<file path="config.mk">
export PLATFORM = sky130hd
export DESIGN_NAME = chen_chaotic_keystream
export DESIGN_NICKNAME = d
export VERILOG_FILES = /design/src/rtl/chen_pkg.sv /design/src/rtl/chen_fpu.sv /design/src/rtl/chen_chaotic_keystream.sv
export SDC_FILE = /design/constraint.sdc
export NUM_CORES = 2
export LEC_CHECK = 0
export ABC_CLOCK_PERIOD_IN_PS = 14450
export BUFFER_PORTS_ARGS = -buffer_cell sky130_fd_sc_hd__buf_2
export CELL_PAD_IN_SITES_DETAIL_PLACEMENT = 1
export CELL_PAD_IN_SITES_GLOBAL_PLACEMENT = 1
export CORE_ASPECT_RATIO = 0.8
export CORE_UTILIZATION = 36
export DETAILED_ROUTE_END_ITERATION = 10
export PLACE_DENSITY = 0.64
export RECOVER_POWER = 100
export SLEW_MARGIN = 20
export SYNTH_ARGS = -nofsm -noshare
export SYNTH_HDL_FRONTEND = slang
export SYNTH_SLANG_ARGS = --single-unit
</file>
<file path="constraint.sdc">
create_clock -name clk_i -period 14.45 [get_ports clk_i]
set_input_delay 2.89 -clock clk_i [delete_from_list [all_inputs] [get_ports clk_i]]
set_output_delay 2.89 -clock clk_i [all_outputs]
set_load 0.05 [all_outputs]
</file>
<file path="src/rtl/chen_pkg.sv">
// ----------------------------------------------------------------------------
// chen_pkg
// Shared types, constants and helper functions of the Chen keystream block.
// ----------------------------------------------------------------------------
package chen_pkg;

  // register indexes of the write port
  localparam logic [2:0] REG_START_X = 3'd0;
  localparam logic [2:0] REG_START_Y = 3'd1;
  localparam logic [2:0] REG_START_Z = 3'd2;
  localparam logic [2:0] REG_CHEN_C  = 3'd3;
  localparam logic [2:0] REG_WARMUP  = 3'd4;
  localparam logic [2:0] REG_SCALE   = 3'd5;

  // operations of the shared float32 unit
  typedef enum logic [1:0] {
    FPU_ADD,
    FPU_SUB,
    FPU_MUL,
    FPU_CVT
  } fpu_op_e;

  // operand sources of the sequencer
  typedef enum logic [3:0] {
    SRC_X,
    SRC_Y,
    SRC_Z,
    SRC_C,
    SRC_A,
    SRC_B,
    SRC_T0,
    SRC_T1,
    SRC_T2,
    SRC_MAG,
    SRC_FL,
    SRC_SCALE
  } src_e;

  // result destinations of the sequencer
  typedef enum logic [2:0] {
    DST_T0,
    DST_T1,
    DST_T2,
    DST_NX,
    DST_NY,
    DST_NZ,
    DST_BYTE
  } dst_e;

  // one step of the sequencer program
  typedef struct packed {
    fpu_op_e op;
    src_e    src_a;
    src_e    src_b;
    dst_e    dst;
  } uop_t;

  // request into the float unit
  typedef struct packed {
    logic        start;
    fpu_op_e     op;
    logic [31:0] a;
    logic [31:0] b;
  } fpu_req_t;

  localparam logic [31:0] CHEN_A = 32'h420C_0000;  // 35.0
  localparam logic [31:0] CHEN_B = 32'h4040_0000;  // 3.0

  localparam logic [3:0] PC_ITER_LAST = 4'd10;
  localparam logic [3:0] PC_CVT       = 4'd11;
  localparam logic [3:0] PC_FRAC      = 4'd12;
  localparam logic [3:0] PC_SCALE     = 4'd13;

  // sequencer program: one chen iteration, then the byte extraction
  function automatic uop_t uop_at(input logic [3:0] pc);
    uop_t u;
    case (pc)
      4'd0:  u = '{FPU_SUB, SRC_Y,     SRC_X,     DST_T0};
      4'd1:  u = '{FPU_MUL, SRC_A,     SRC_T0,    DST_NX};
      4'd2:  u = '{FPU_SUB, SRC_C,     SRC_A,     DST_T0};
      4'd3:  u = '{FPU_MUL, SRC_T0,    SRC_X,     DST_T0};
      4'd4:  u = '{FPU_MUL, SRC_X,     SRC_Z,     DST_T1};
      4'd5:  u = '{FPU_SUB, SRC_T0,    SRC_T1,    DST_T0};
      4'd6:  u = '{FPU_MUL, SRC_C,     SRC_Y,     DST_T1};
      4'd7:  u = '{FPU_ADD, SRC_T0,    SRC_T1,    DST_NY};
      4'd8:  u = '{FPU_MUL, SRC_X,     SRC_Y,     DST_T0};
      4'd9:  u = '{FPU_MUL, SRC_B,     SRC_Z,     DST_T1};
      4'd10: u = '{FPU_SUB, SRC_T0,    SRC_T1,    DST_NZ};
      4'd12: u = '{FPU_SUB, SRC_MAG,   SRC_FL,    DST_T0};
      4'd13: u = '{FPU_MUL, SRC_T0,    SRC_T2,    DST_BYTE};
      default: u = '{FPU_CVT, SRC_SCALE, SRC_SCALE, DST_T2};
    endcase
    return u;
  endfunction

  // keep or normalize mantissa, replace binary exponent by its low four bits
  function automatic logic [31:0] fp_rescale(input logic [31:0] b);
    logic [7:0]  e;
    logic [22:0] m;
    logic [4:0]  s;
    logic [22:0] mn;
    logic [3:0]  lo;
    logic [31:0] r;
    e = b[30:23];
    m = b[22:0];
    s = 5'd0;
    for (int i = 0; i < 23; i++) begin
      if (m[i]) s = 5'(23 - i);
    end
    mn = 23'({1'b0, m} << s);
    if (e == 8'hFF || (e == 8'h00 && m == 23'd0)) begin
      r = b;
    end else if (e == 8'h00) begin
      lo = 4'(4'd3 - s[3:0]);
      r  = {b[31], 8'(8'd126 + {4'b0, lo}), mn};
    end else begin
      lo = 4'(e[3:0] + 4'd2);
      r  = {b[31], 8'(8'd126 + {4'b0, lo}), m};
    end
    return r;
  endfunction

  // integer part of a non-negative float, large values and specials pass
  function automatic logic [31:0] fp_floor(input logic [31:0] mag);
    logic [7:0]  e;
    logic [4:0]  n;
    logic [22:0] mask;
    logic [31:0] r;
    e    = mag[30:23];
    n    = 5'(8'd150 - e);
    mask = 23'h7F_FFFF << n;
    if (e < 8'd127) begin
      r = 32'd0;
    end else if (e >= 8'd150) begin
      r = mag;
    end else begin
      r = {mag[31:23], mag[22:0] & mask};
    end
    return r;
  endfunction

  // low byte of the truncated integer of a non-negative float
  function automatic logic [7:0] fp_trunc_byte(input logic [31:0] p);
    logic [7:0]  e;
    logic [23:0] mant;
    logic [7:0]  sh;
    logic [23:0] v;
    logic [7:0]  r;
    e    = p[30:23];
    mant = {1'b1, p[22:0]};
    sh   = 8'd0;
    v    = 24'd0;
    if (e == 8'hFF || e < 8'd127) begin
      r = 8'd0;
    end else if (e <= 8'd150) begin
      sh = 8'(8'd150 - e);
      v  = mant >> sh;
      r  = v[7:0];
    end else begin
      sh = 8'(e - 8'd150);
      r  = (sh >= 8'd8) ? 8'd0 : 8'(mant[7:0] << sh[2:0]);
    end
    return r;
  endfunction

endpackage

</file>
<file path="src/rtl/chen_fpu.sv">
// ----------------------------------------------------------------------------
// chen_fpu
// Three-stage float32 add, subtract, multiply and integer convert unit,
// round to nearest even, subnormals kept.
// ----------------------------------------------------------------------------
module chen_fpu
  import chen_pkg::*;
(
  input  logic        clk_i,
  input  logic        rst_ni,
  input  fpu_req_t    req_i,
  output logic        done_o,
  output logic [31:0] res_o
);

  localparam logic [31:0] QNAN = 32'h7FC0_0000;

  // stage a registers
  logic               a_vld_q;
  logic               a_spec_q;
  logic [31:0]        a_res_q;
  logic               a_sign_q;
  logic signed [10:0] a_exp_q;
  logic [47:0]        a_man_q;

  // stage b registers
  logic               b_vld_q;
  logic               b_spec_q;
  logic               b_zero_q;
  logic [31:0]        b_res_q;
  logic               b_sign_q;
  logic signed [10:0] b_exp_q;
  logic [47:0]        b_man_q;

  // stage c registers
  logic        done_q;
  logic [31:0] res_q;

  // operand fields
  logic        sa, sb, sbe;
  logic [7:0]  ea, eb, ea_eff, eb_eff;
  logic [23:0] siga, sigb;
  logic        nan_a, nan_b, inf_a, inf_b, zero_a, zero_b;

  assign sa     = req_i.a[31];
  assign sb     = req_i.b[31];
  assign ea     = req_i.a[30:23];
  assign eb     = req_i.b[30:23];
  assign ea_eff = (ea == 8'h00) ? 8'd1 : ea;
  assign eb_eff = (eb == 8'h00) ? 8'd1 : eb;
  assign siga   = {(ea != 8'h00), req_i.a[22:0]};
  assign sigb   = {(eb != 8'h00), req_i.b[22:0]};
  assign nan_a  = (ea == 8'hFF) && (req_i.a[22:0] != 23'd0);
  assign nan_b  = (eb == 8'hFF) && (req_i.b[22:0] != 23'd0);
  assign inf_a  = (ea == 8'hFF) && (req_i.a[22:0] == 23'd0);
  assign inf_b  = (eb == 8'hFF) && (req_i.b[22:0] == 23'd0);
  assign zero_a = (ea == 8'h00) && (req_i.a[22:0] == 23'd0);
  assign zero_b = (eb == 8'h00) && (req_i.b[22:0] == 23'd0);
  assign sbe    = sb ^ (req_i.op == FPU_SUB);

  // alignment for add and subtract
  logic        a_big;
  logic [7:0]  e_big, e_small, d;
  logic [5:0]  dsat;
  logic [23:0] sig_big, sig_small;
  logic        s_big, s_small;
  logic [95:0] al_wide;
  logic [47:0] sm, big_m, prod;

  assign a_big     = {ea_eff, siga} >= {eb_eff, sigb};
  assign e_big     = a_big ? ea_eff : eb_eff;
  assign e_small   = a_big ? eb_eff : ea_eff;
  assign sig_big   = a_big ? siga : sigb;
  assign sig_small = a_big ? sigb : siga;
  assign s_big     = a_big ? sa : sbe;
  assign s_small   = a_big ? sbe : sa;
  assign d         = e_big - e_small;
  assign dsat      = (d > 8'd63) ? 6'd63 : d[5:0];
  assign al_wide   = {1'b0, sig_small, 23'd0, 48'd0} >> dsat;
  assign sm        = al_wide[95:48] | {47'd0, |al_wide[47:0]};
  assign big_m     = {1'b0, sig_big, 23'd0};
  assign prod      = siga * sigb;

  // stage a: specials, multiply, convert or align and add
  logic               spec_a;
  logic [31:0]        sres_a;
  logic               sign_a;
  logic signed [10:0] exp_a;
  logic [47:0]        man_a;

  always_comb begin
    spec_a = 1'b0;
    sres_a = 32'd0;
    sign_a = 1'b0;
    exp_a  = 11'sd0;
    man_a  = 48'd0;
    case (req_i.op)
      FPU_MUL: begin
        sign_a = sa ^ sb;
        if (nan_a || nan_b || (inf_a && zero_b) || (inf_b && zero_a)) begin
          spec_a = 1'b1;
          sres_a = QNAN;
        end else if (inf_a || inf_b) begin
          spec_a = 1'b1;
          sres_a = {sa ^ sb, 8'hFF, 23'd0};
        end else if (zero_a || zero_b) begin
          spec_a = 1'b1;
          sres_a = {sa ^ sb, 31'd0};
        end
        exp_a = $signed({3'b0, ea_eff}) + $signed({3'b0, eb_eff}) - 11'sd127;
        man_a = prod;
      end
      FPU_CVT: begin
        exp_a = 11'sd150;
        man_a = {req_i.a[24:0], 23'd0};
      end
      default: begin
        sign_a = s_big;
        if (nan_a || nan_b || (inf_a && inf_b && (sa != sbe))) begin
          spec_a = 1'b1;
          sres_a = QNAN;
        end else if (inf_a) begin
          spec_a = 1'b1;
          sres_a = {sa, 8'hFF, 23'd0};
        end else if (inf_b) begin
          spec_a = 1'b1;
          sres_a = {sbe, 8'hFF, 23'd0};
        end else if (zero_a && zero_b) begin
          spec_a = 1'b1;
          sres_a = {sa & sbe, 31'd0};
        end
        exp_a = $signed({3'b0, e_big});
        man_a = (s_big == s_small) ? big_m + sm : big_m - sm;
      end
    endcase
  end

  // stage b: leading zero count and left normalize
  logic [5:0]         lz;
  logic signed [10:0] exp_b;

  always_comb begin
    lz = 6'd48;
    for (int i = 0; i < 48; i++) begin
      if (a_man_q[i]) lz = 6'(47 - i);
    end
  end

  assign exp_b = a_exp_q - $signed({5'b0, lz}) + 11'sd1;

  // stage c: subnormal shift, rounding and packing
  logic signed [10:0] rr, ef, ef2;
  logic [5:0]         rs;
  logic [95:0]        rn_wide;
  logic [47:0]        mm;
  logic [23:0]        mant24, mant;
  logic               guard, stk, inc;
  logic [24:0]        m25;
  logic [31:0]        res_c;

  assign rr      = 11'sd2 - b_exp_q;
  assign rs      = (b_exp_q >= 11'sd1) ? 6'd1 : ((rr > 11'sd63) ? 6'd63 : rr[5:0]);
  assign ef      = (b_exp_q >= 11'sd1) ? b_exp_q : 11'sd1;
  assign rn_wide = {b_man_q, 48'd0} >> rs;
  assign mm      = rn_wide[95:48];
  assign mant24  = mm[46:23];
  assign guard   = mm[22];
  assign stk     = (|mm[21:0]) | (|rn_wide[47:0]);
  assign inc     = guard & (stk | mant24[0]);
  assign m25     = {1'b0, mant24} + {24'd0, inc};
  assign mant    = m25[24] ? m25[24:1] : m25[23:0];
  assign ef2     = m25[24] ? ef + 11'sd1 : ef;

  always_comb begin
    if (b_spec_q) begin
      res_c = b_res_q;
    end else if (b_zero_q) begin
      res_c = 32'd0;
    end else if (ef2 >= 11'sd255) begin
      res_c = {b_sign_q, 8'hFF, 23'd0};
    end else begin
      res_c = {b_sign_q, (mant[23] ? ef2[7:0] : 8'd0), mant[22:0]};
    end
  end

  // pipeline registers
  always_ff @(posedge clk_i or negedge rst_ni) begin
    if (!rst_ni) begin
      a_vld_q  <= 1'b0;
      a_spec_q <= 1'b0;
      a_res_q  <= 32'd0;
      a_sign_q <= 1'b0;
      a_exp_q  <= 11'sd0;
      a_man_q  <= 48'd0;
      b_vld_q  <= 1'b0;
      b_spec_q <= 1'b0;
      b_zero_q <= 1'b0;
      b_res_q  <= 32'd0;
      b_sign_q <= 1'b0;
      b_exp_q  <= 11'sd0;
      b_man_q  <= 48'd0;
      done_q   <= 1'b0;
      res_q    <= 32'd0;
    end else begin
      a_vld_q  <= req_i.start;
      a_spec_q <= spec_a;
      a_res_q  <= sres_a;
      a_sign_q <= sign_a;
      a_exp_q  <= exp_a;
      a_man_q  <= man_a;
      b_vld_q  <= a_vld_q;
      b_spec_q <= a_spec_q;
      b_zero_q <= (a_man_q == 48'd0);
      b_res_q  <= a_res_q;
      b_sign_q <= a_sign_q;
      b_exp_q  <= exp_b;
      b_man_q  <= a_man_q << lz;
      done_q   <= b_vld_q;
      res_q    <= res_c;
    end
  end

  assign done_o = done_q;
  assign res_o  = res_q;

endmodule

</file>
<file path="src/rtl/chen_chaotic_keystream.sv">
// ----------------------------------------------------------------------------
// chen_chaotic_keystream
// Float32 Chen chaotic system stepped per item, three keystream bytes out.
// ----------------------------------------------------------------------------
// Usage: each input item on the s_axis channel carries one flag, restart, in
// tdata bit 0. A restart item reloads the start point, runs warmup_steps
// iterations and one more; any other item runs one iteration. Each item
// yields one output item with three key bytes (x, y, z) on m_axis.
// One iteration is a rescale plus eleven operations of the shared
// three-stage float unit; byte extraction takes seven more operations, and
// a restart item adds one iteration per warm-up step.
// s_axis_tready is high only while the sequencer is idle.
// Reset clears the point to zero and loads the register defaults; there is
// no clearing pass. A stalled receiver holds the result in the output
// register; the next item is still accepted and its finished result waits
// in the sequencer, with s_axis_tready low, until the output register frees.
// Registers are written through cfg_we_i, cfg_addr_i, cfg_wdata_i; the user
// must write them only while idle, as the block itself does not enforce it.
// ----------------------------------------------------------------------------
module chen_chaotic_keystream
  import chen_pkg::*;
(
  input  logic        clk_i,
  input  logic        rst_ni,
  input  logic        s_axis_tvalid,
  output logic        s_axis_tready,
  input  logic [7:0]  s_axis_tdata,   // [0] restart, [7:1] zero fill
  output logic        m_axis_tvalid,
  input  logic        m_axis_tready,
  output logic [23:0] m_axis_tdata,   // [7:0] key_byte_x, [15:8] key_byte_y,
                                      // [23:16] key_byte_z
  input  logic        cfg_we_i,
  input  logic [2:0]  cfg_addr_i,
  input  logic [31:0] cfg_wdata_i
);

  typedef enum logic [2:0] {
    ST_IDLE,
    ST_RESC,
    ST_ISSUE,
    ST_WAIT,
    ST_DONE
  } state_e;

  // configuration registers
  logic [31:0] start_x_q, start_y_q, start_z_q, chen_c_q;
  logic [9:0]  warmup_q;
  logic [24:0] scale_q;

  always_ff @(posedge clk_i or negedge rst_ni) begin
    if (!rst_ni) begin
      start_x_q <= 32'd0;
      start_y_q <= 32'd0;
      start_z_q <= 32'd0;
      chen_c_q  <= 32'h41E0_0000;
      warmup_q  <= 10'd189;
      scale_q   <= 25'd1000000;
    end else if (cfg_we_i) begin
      case (cfg_addr_i)
        REG_START_X: start_x_q <= cfg_wdata_i;
        REG_START_Y: start_y_q <= cfg_wdata_i;
        REG_START_Z: start_z_q <= cfg_wdata_i;
        REG_CHEN_C:  chen_c_q  <= cfg_wdata_i;
        REG_WARMUP:  warmup_q  <= cfg_wdata_i[9:0];
        REG_SCALE:   scale_q   <= cfg_wdata_i[24:0];
        default: ;
      endcase
    end
  end

  // sequencer state
  state_e      state_q;
  logic [3:0]  pc_q;
  logic [1:0]  k_q;
  logic [9:0]  rem_q;
  logic [31:0] chaos_x_q, chaos_y_q, chaos_z_q;
  logic [31:0] rx_q, ry_q, rz_q;
  logic [31:0] t0_q, t1_q, t2_q;
  logic [7:0]  byte_q [3];
  logic [23:0] out_q;
  logic        out_vld_q;

  // operand selection
  uop_t        uop;
  logic [31:0] mag, fl;
  fpu_req_t    fpu_req;
  logic        fpu_done;
  logic [31:0] fpu_res;

  assign uop = uop_at(pc_q);

  always_comb begin
    case (k_q)
      2'd0:    mag = {1'b0, chaos_x_q[30:0]};
      2'd1:    mag = {1'b0, chaos_y_q[30:0]};
      default: mag = {1'b0, chaos_z_q[30:0]};
    endcase
  end

  assign fl = fp_floor(mag);

  function automatic logic [31:0] pick(input src_e s, input logic [31:0] x,
                                       input logic [31:0] y, input logic [31:0] z,
                                       input logic [31:0] c, input logic [31:0] t0,
                                       input logic [31:0] t1, input logic [31:0] t2,
                                       input logic [31:0] mg, input logic [31:0] fv,
                                       input logic [24:0] sc);
    logic [31:0] r;
    case (s)
      SRC_X:   r = x;
      SRC_Y:   r = y;
      SRC_Z:   r = z;
      SRC_C:   r = c;
      SRC_A:   r = CHEN_A;
      SRC_B:   r = CHEN_B;
      SRC_T0:  r = t0;
      SRC_T1:  r = t1;
      SRC_T2:  r = t2;
      SRC_MAG: r = mg;
      SRC_FL:  r = fv;
      default: r = {7'd0, sc};
    endcase
    return r;
  endfunction

  assign fpu_req.start = (state_q == ST_ISSUE);
  assign fpu_req.op    = uop.op;
  assign fpu_req.a     = pick(uop.src_a, rx_q, ry_q, rz_q, chen_c_q, t0_q, t1_q, t2_q,
                              mag, fl, scale_q);
  assign fpu_req.b     = pick(uop.src_b, rx_q, ry_q, rz_q, chen_c_q, t0_q, t1_q, t2_q,
                              mag, fl, scale_q);

  chen_fpu u_fpu (
    .clk_i  (clk_i),
    .rst_ni (rst_ni),
    .req_i  (fpu_req),
    .done_o (fpu_done),
    .res_o  (fpu_res)
  );

  // sequencer and output register
  always_ff @(posedge clk_i or negedge rst_ni) begin
    if (!rst_ni) begin
      state_q   <= ST_IDLE;
      pc_q      <= 4'd0;
      k_q       <= 2'd0;
      rem_q     <= 10'd0;
      chaos_x_q <= 32'd0;
      chaos_y_q <= 32'd0;
      chaos_z_q <= 32'd0;
      rx_q      <= 32'd0;
      ry_q      <= 32'd0;
      rz_q      <= 32'd0;
      t0_q      <= 32'd0;
      t1_q      <= 32'd0;
      t2_q      <= 32'd0;
      byte_q    <= '{default: 8'd0};
      out_q     <= 24'd0;
      out_vld_q <= 1'b0;
    end else begin
      if (out_vld_q && m_axis_tready && state_q != ST_DONE) out_vld_q <= 1'b0;
      case (state_q)
        ST_IDLE: begin
          if (s_axis_tvalid) begin
            if (s_axis_tdata[0]) begin
              chaos_x_q <= start_x_q;
              chaos_y_q <= start_y_q;
              chaos_z_q <= start_z_q;
              rem_q     <= warmup_q;
            end else begin
              rem_q <= 10'd0;
            end
            state_q <= ST_RESC;
          end
        end
        ST_RESC: begin
          rx_q    <= fp_rescale(chaos_x_q);
          ry_q    <= fp_rescale(chaos_y_q);
          rz_q    <= fp_rescale(chaos_z_q);
          pc_q    <= 4'd0;
          state_q <= ST_ISSUE;
        end
        ST_ISSUE: begin
          state_q <= ST_WAIT;
        end
        ST_WAIT: begin
          if (fpu_done) begin
            // write back the finished operation
            case (uop.dst)
              DST_T0:   t0_q <= fpu_res;
              DST_T1:   t1_q <= fpu_res;
              DST_T2:   t2_q <= fpu_res;
              DST_NX:   chaos_x_q <= fpu_res;
              DST_NY:   chaos_y_q <= fpu_res;
              DST_NZ:   chaos_z_q <= fpu_res;
              default:  byte_q[k_q] <= fp_trunc_byte(fpu_res);
            endcase
            // step the program
            case (pc_q)
              PC_ITER_LAST: begin
                if (rem_q != 10'd0) begin
                  rem_q   <= rem_q - 10'd1;
                  state_q <= ST_RESC;
                end else begin
                  pc_q    <= PC_CVT;
                  state_q <= ST_ISSUE;
                end
              end
              PC_CVT: begin
                pc_q    <= PC_FRAC;
                k_q     <= 2'd0;
                state_q <= ST_ISSUE;
              end
              PC_SCALE: begin
                if (k_q == 2'd2) begin
                  state_q <= ST_DONE;
                end else begin
                  k_q     <= k_q + 2'd1;
                  pc_q    <= PC_FRAC;
                  state_q <= ST_ISSUE;
                end
              end
              default: begin
                pc_q    <= pc_q + 4'd1;
                state_q <= ST_ISSUE;
              end
            endcase
          end
        end
        default: begin
          if (!out_vld_q || m_axis_tready) begin
            out_q     <= {byte_q[2], byte_q[1], byte_q[0]};
            out_vld_q <= 1'b1;
            state_q   <= ST_IDLE;
          end
        end
      endcase
    end
  end

  assign s_axis_tready = (state_q == ST_IDLE);
  assign m_axis_tvalid = out_vld_q;
  assign m_axis_tdata  = out_q;

`ifndef SYNTHESIS
  a_done_in_wait : assert property (@(posedge clk_i) disable iff (!rst_ni)
    fpu_done |-> state_q == ST_WAIT) else $error("fpu result outside wait state");
  a_k_range : assert property (@(posedge clk_i) disable iff (!rst_ni)
    k_q != 2'd3) else $error("coordinate index out of range");
  a_busy_after_accept : assert property (@(posedge clk_i) disable iff (!rst_ni)
    s_axis_tvalid && s_axis_tready |=> !s_axis_tready)
    else $error("ready after accepting an item");
  a_wait_after_issue : assert property (@(posedge clk_i) disable iff (!rst_ni)
    state_q == ST_ISSUE |=> ##2 (state_q == ST_WAIT && fpu_done))
    else $error("fpu latency mismatch");
`endif

endmodule

</file>
==> flow_metrics.tcl <==
set metrics [dict create \
    status "finished with violations" \
    violations "max-capacitance violations, max-slew violations" \
    crit_buf_inv 8 \
    crit_path_max_fanout 25 \
    hp-class "register to register" \
    rows 145 \
    avgRoutedWirePerCell_um 31.0 \
    num_io_pins 74 \
    netlist_instances 8390 \
    start_util_pct 36.3 \
    drv_cap 28 \
    grt_pass1_wl_um 505000 \
    nFillCells 22958 \
    finalMaxSlewViolations 1345 \
    critPathSlowestCell "nor4_4" \
    syn_area_um2 70800 \
    cts_tree "yes" \
    grt_max_degree 145 \
    layout_common_cells "1137 x nand2_1, 731 x nor2_1, 706 x inv_1" \
    crit_path_start_kind "register" \
    rsz0062_at_grt "yes" \
    slew_headroom_pct -251 \
    synth_cell_types 130 \
    grt_antenna_before_repair 69 \
    drive_gt1_share_pct 15.9 \
    fin_nets 9483 \
    cts_buffers 81 \
    place_inst 11097 \
    drt_iter0_drc 7813 \
    grt_overflow_total 0 \
    ctsHoldBuffers 0 \
    worstSetupEndpointType "register" \
    cp_top_family "compound AO/OA/AOI/OAI gates" \
    ant_nets 0 \
    syn_to_final_growth_pct 13.6 \
    die_h_um 399 \
    dp_hpwl_um 276000 \
    fin_skew_ns 0.0501 \
    hold_violations 0 \
    die_area_um2 198000 \
    yosysWarnings 0 \
    min_period_over_period_pct 95.8 \
    critPathMostFrequentCell "a21oi_1" \
    critPathKind "register to register" \
    synth-seq-cells 683 \
    setup_violations 0 \
    die_x_um 498 \
    instances_no_fill 11285 \
    cts_sinks 683 \
    cts_buffer_depth 3 \
    ys_dominant_reg_cell "dfrtp_1" \
    async_reset_ff_share_pct 100 \
    grt_pass1_vias 70097 \
    clk_transition_reported_paths_ns 0.07 \
    gp_congestion 1.02 \
    io_buffer_count 66 \
    vias_per_cell 6.13 \
    worst_skew_pair.late_latency_ns 0.73 \
    cts_root_buf "clkbuf_16" \
    ys_seq_area_share_pct 24.2 \
    syn_area_per_cell_um2 8.44 \
    worstPathArrival_ns 14.43 \
    tightest_slew_ns 5.26 \
    drc 0 \
    post-route-min-period_ns 13.84 \
    synth_edf_count 0 \
    wl_um 350000 \
    worstPathRequired_ns 15.04 \
    drt_first_pass_iters 9 \
    grt_use_total_pct 34.8 \
    max_freq_ghz 0.0723 \
    synth_nets 9259 \
    core-area_um2 195000 \
    vias 69194 \
    h-tree-depth 3 \
    max_stage_delay_ns 0.58 \
    top_regs "u_fpu.a_man_q (48), u_fpu.b_man_q (48)" \
    final_common_cell "nand2_1" \
]
[final timing paths]
path                                     end           start  cells past startpoint  slack, ns
max                        u_fpu.a_man_q[45]         pc_q[1]                     61       0.61
min                           u_fpu.b_spec_q  u_fpu.a_spec_q                      0       0.35
max reg2reg                u_fpu.a_man_q[45]         pc_q[1]                     61       0.61
min reg2reg                   u_fpu.b_spec_q  u_fpu.a_spec_q                      0       0.35
max in group asynchronous            t0_q[0]          rst_ni                      4       1.99
min in group asynchronous      start_z_q[10]          rst_ni                      1       4.07
[through the flow]
| step | cell area (um^2) | setup slack [ns] | TNS, ns | hold slack, ns | util [%] |
|---|---|---|---|---|---|
| 2_1_floorplan | 70800 | 2.12 | 0 | 0.331 | - |
| 3_3_place_gp | 77600 | 0.698 | 0 | 0.336 | 39.8 |
| 3_5_place_dp | 77600 | 0.558 | 0 | 0.336 | 39.8 |
| 4_1_cts | 80400 | 0.494 | 0 | 0.352 | 41.2 |
| 5_1_grt | 80400 | -0.0185 | -0.0185 | 0.355 | 41.2 |
| 6_report | 80400 | 0.612 | 0 | 0.350 | 41.2 |
[cell type report]
cell class,instances,area (um^2),area share [%]
clock buffer,111,2270,2.82
multi-input combinational,6409,49300,61.3
clock inverter,38,484,0.602
tap,2572,3220,4.00
sequential,683,17100,21.3
inverter,720,2700,3.36
timing repair buffer,719,5220,6.48
antenna,33,82.6,0.103
[repair_timing]
| action | CTS | global route |
|---|---|---|
| setup buffers | 0 | 3 |
| setup endpoints to repair | 0 | 4 |
| resized for setup | 0 | 15 |
[routing by layer]
metal,global-route usage [%],up-vias,wire length (um)
met5,0,-,34
met4,12.9,6,12700
met3,8.12,514,34000
met2,49.7,3077,145000
met1,50.6,35821,159000
li1,-,29776,-
[kinds of logic (layout without fill, tap and decap cells)]
kind of cell	after synthesis	in the layout	synth area share (%)
and+or+nand+nor	2729	2729	17.3
AOI/OAI and AO/OA	2055	2055	19.5
buffers and inverters	1298	1588	7.19
adders and majority gates	821	821	19.7
DFF	683	683	24.2
muxes	659	659	10.3
xor gates and xnor gates	145	145	1.80
other	0	33	0
[synth_stat cells (all sizes together) (189+ instances only)]
library cell	number	area share (%)
nand2	1141	6.1
nor2	753	4.0
inv	713	3.8
dfrtp	665	24
a21oi	588	4.2
fa	485	14
clkbuf	462	2.5
o21ai	392	2.8
ha	336	5.9
mux2	322	5.1
mux2i	314	4.5
nor3	189	1.4
[worst reg2reg max path, delay by kind of cell, from the launching register on]
kind                     cells  cell delay (ns)
AO/OA/AOI/OAI               32             6.38
AND/OR/NAND/NOR             15             3.63
buffers and inverters        8             1.46
adder cells (fa/ha/maj)      4             1.38
flip-flops                   1             0.54
multiplexers                 2             0.39
Power is left out: the tool's default activity adds up to more than one toggle a clock period on the data nets, which glitch-free logic cannot reach.
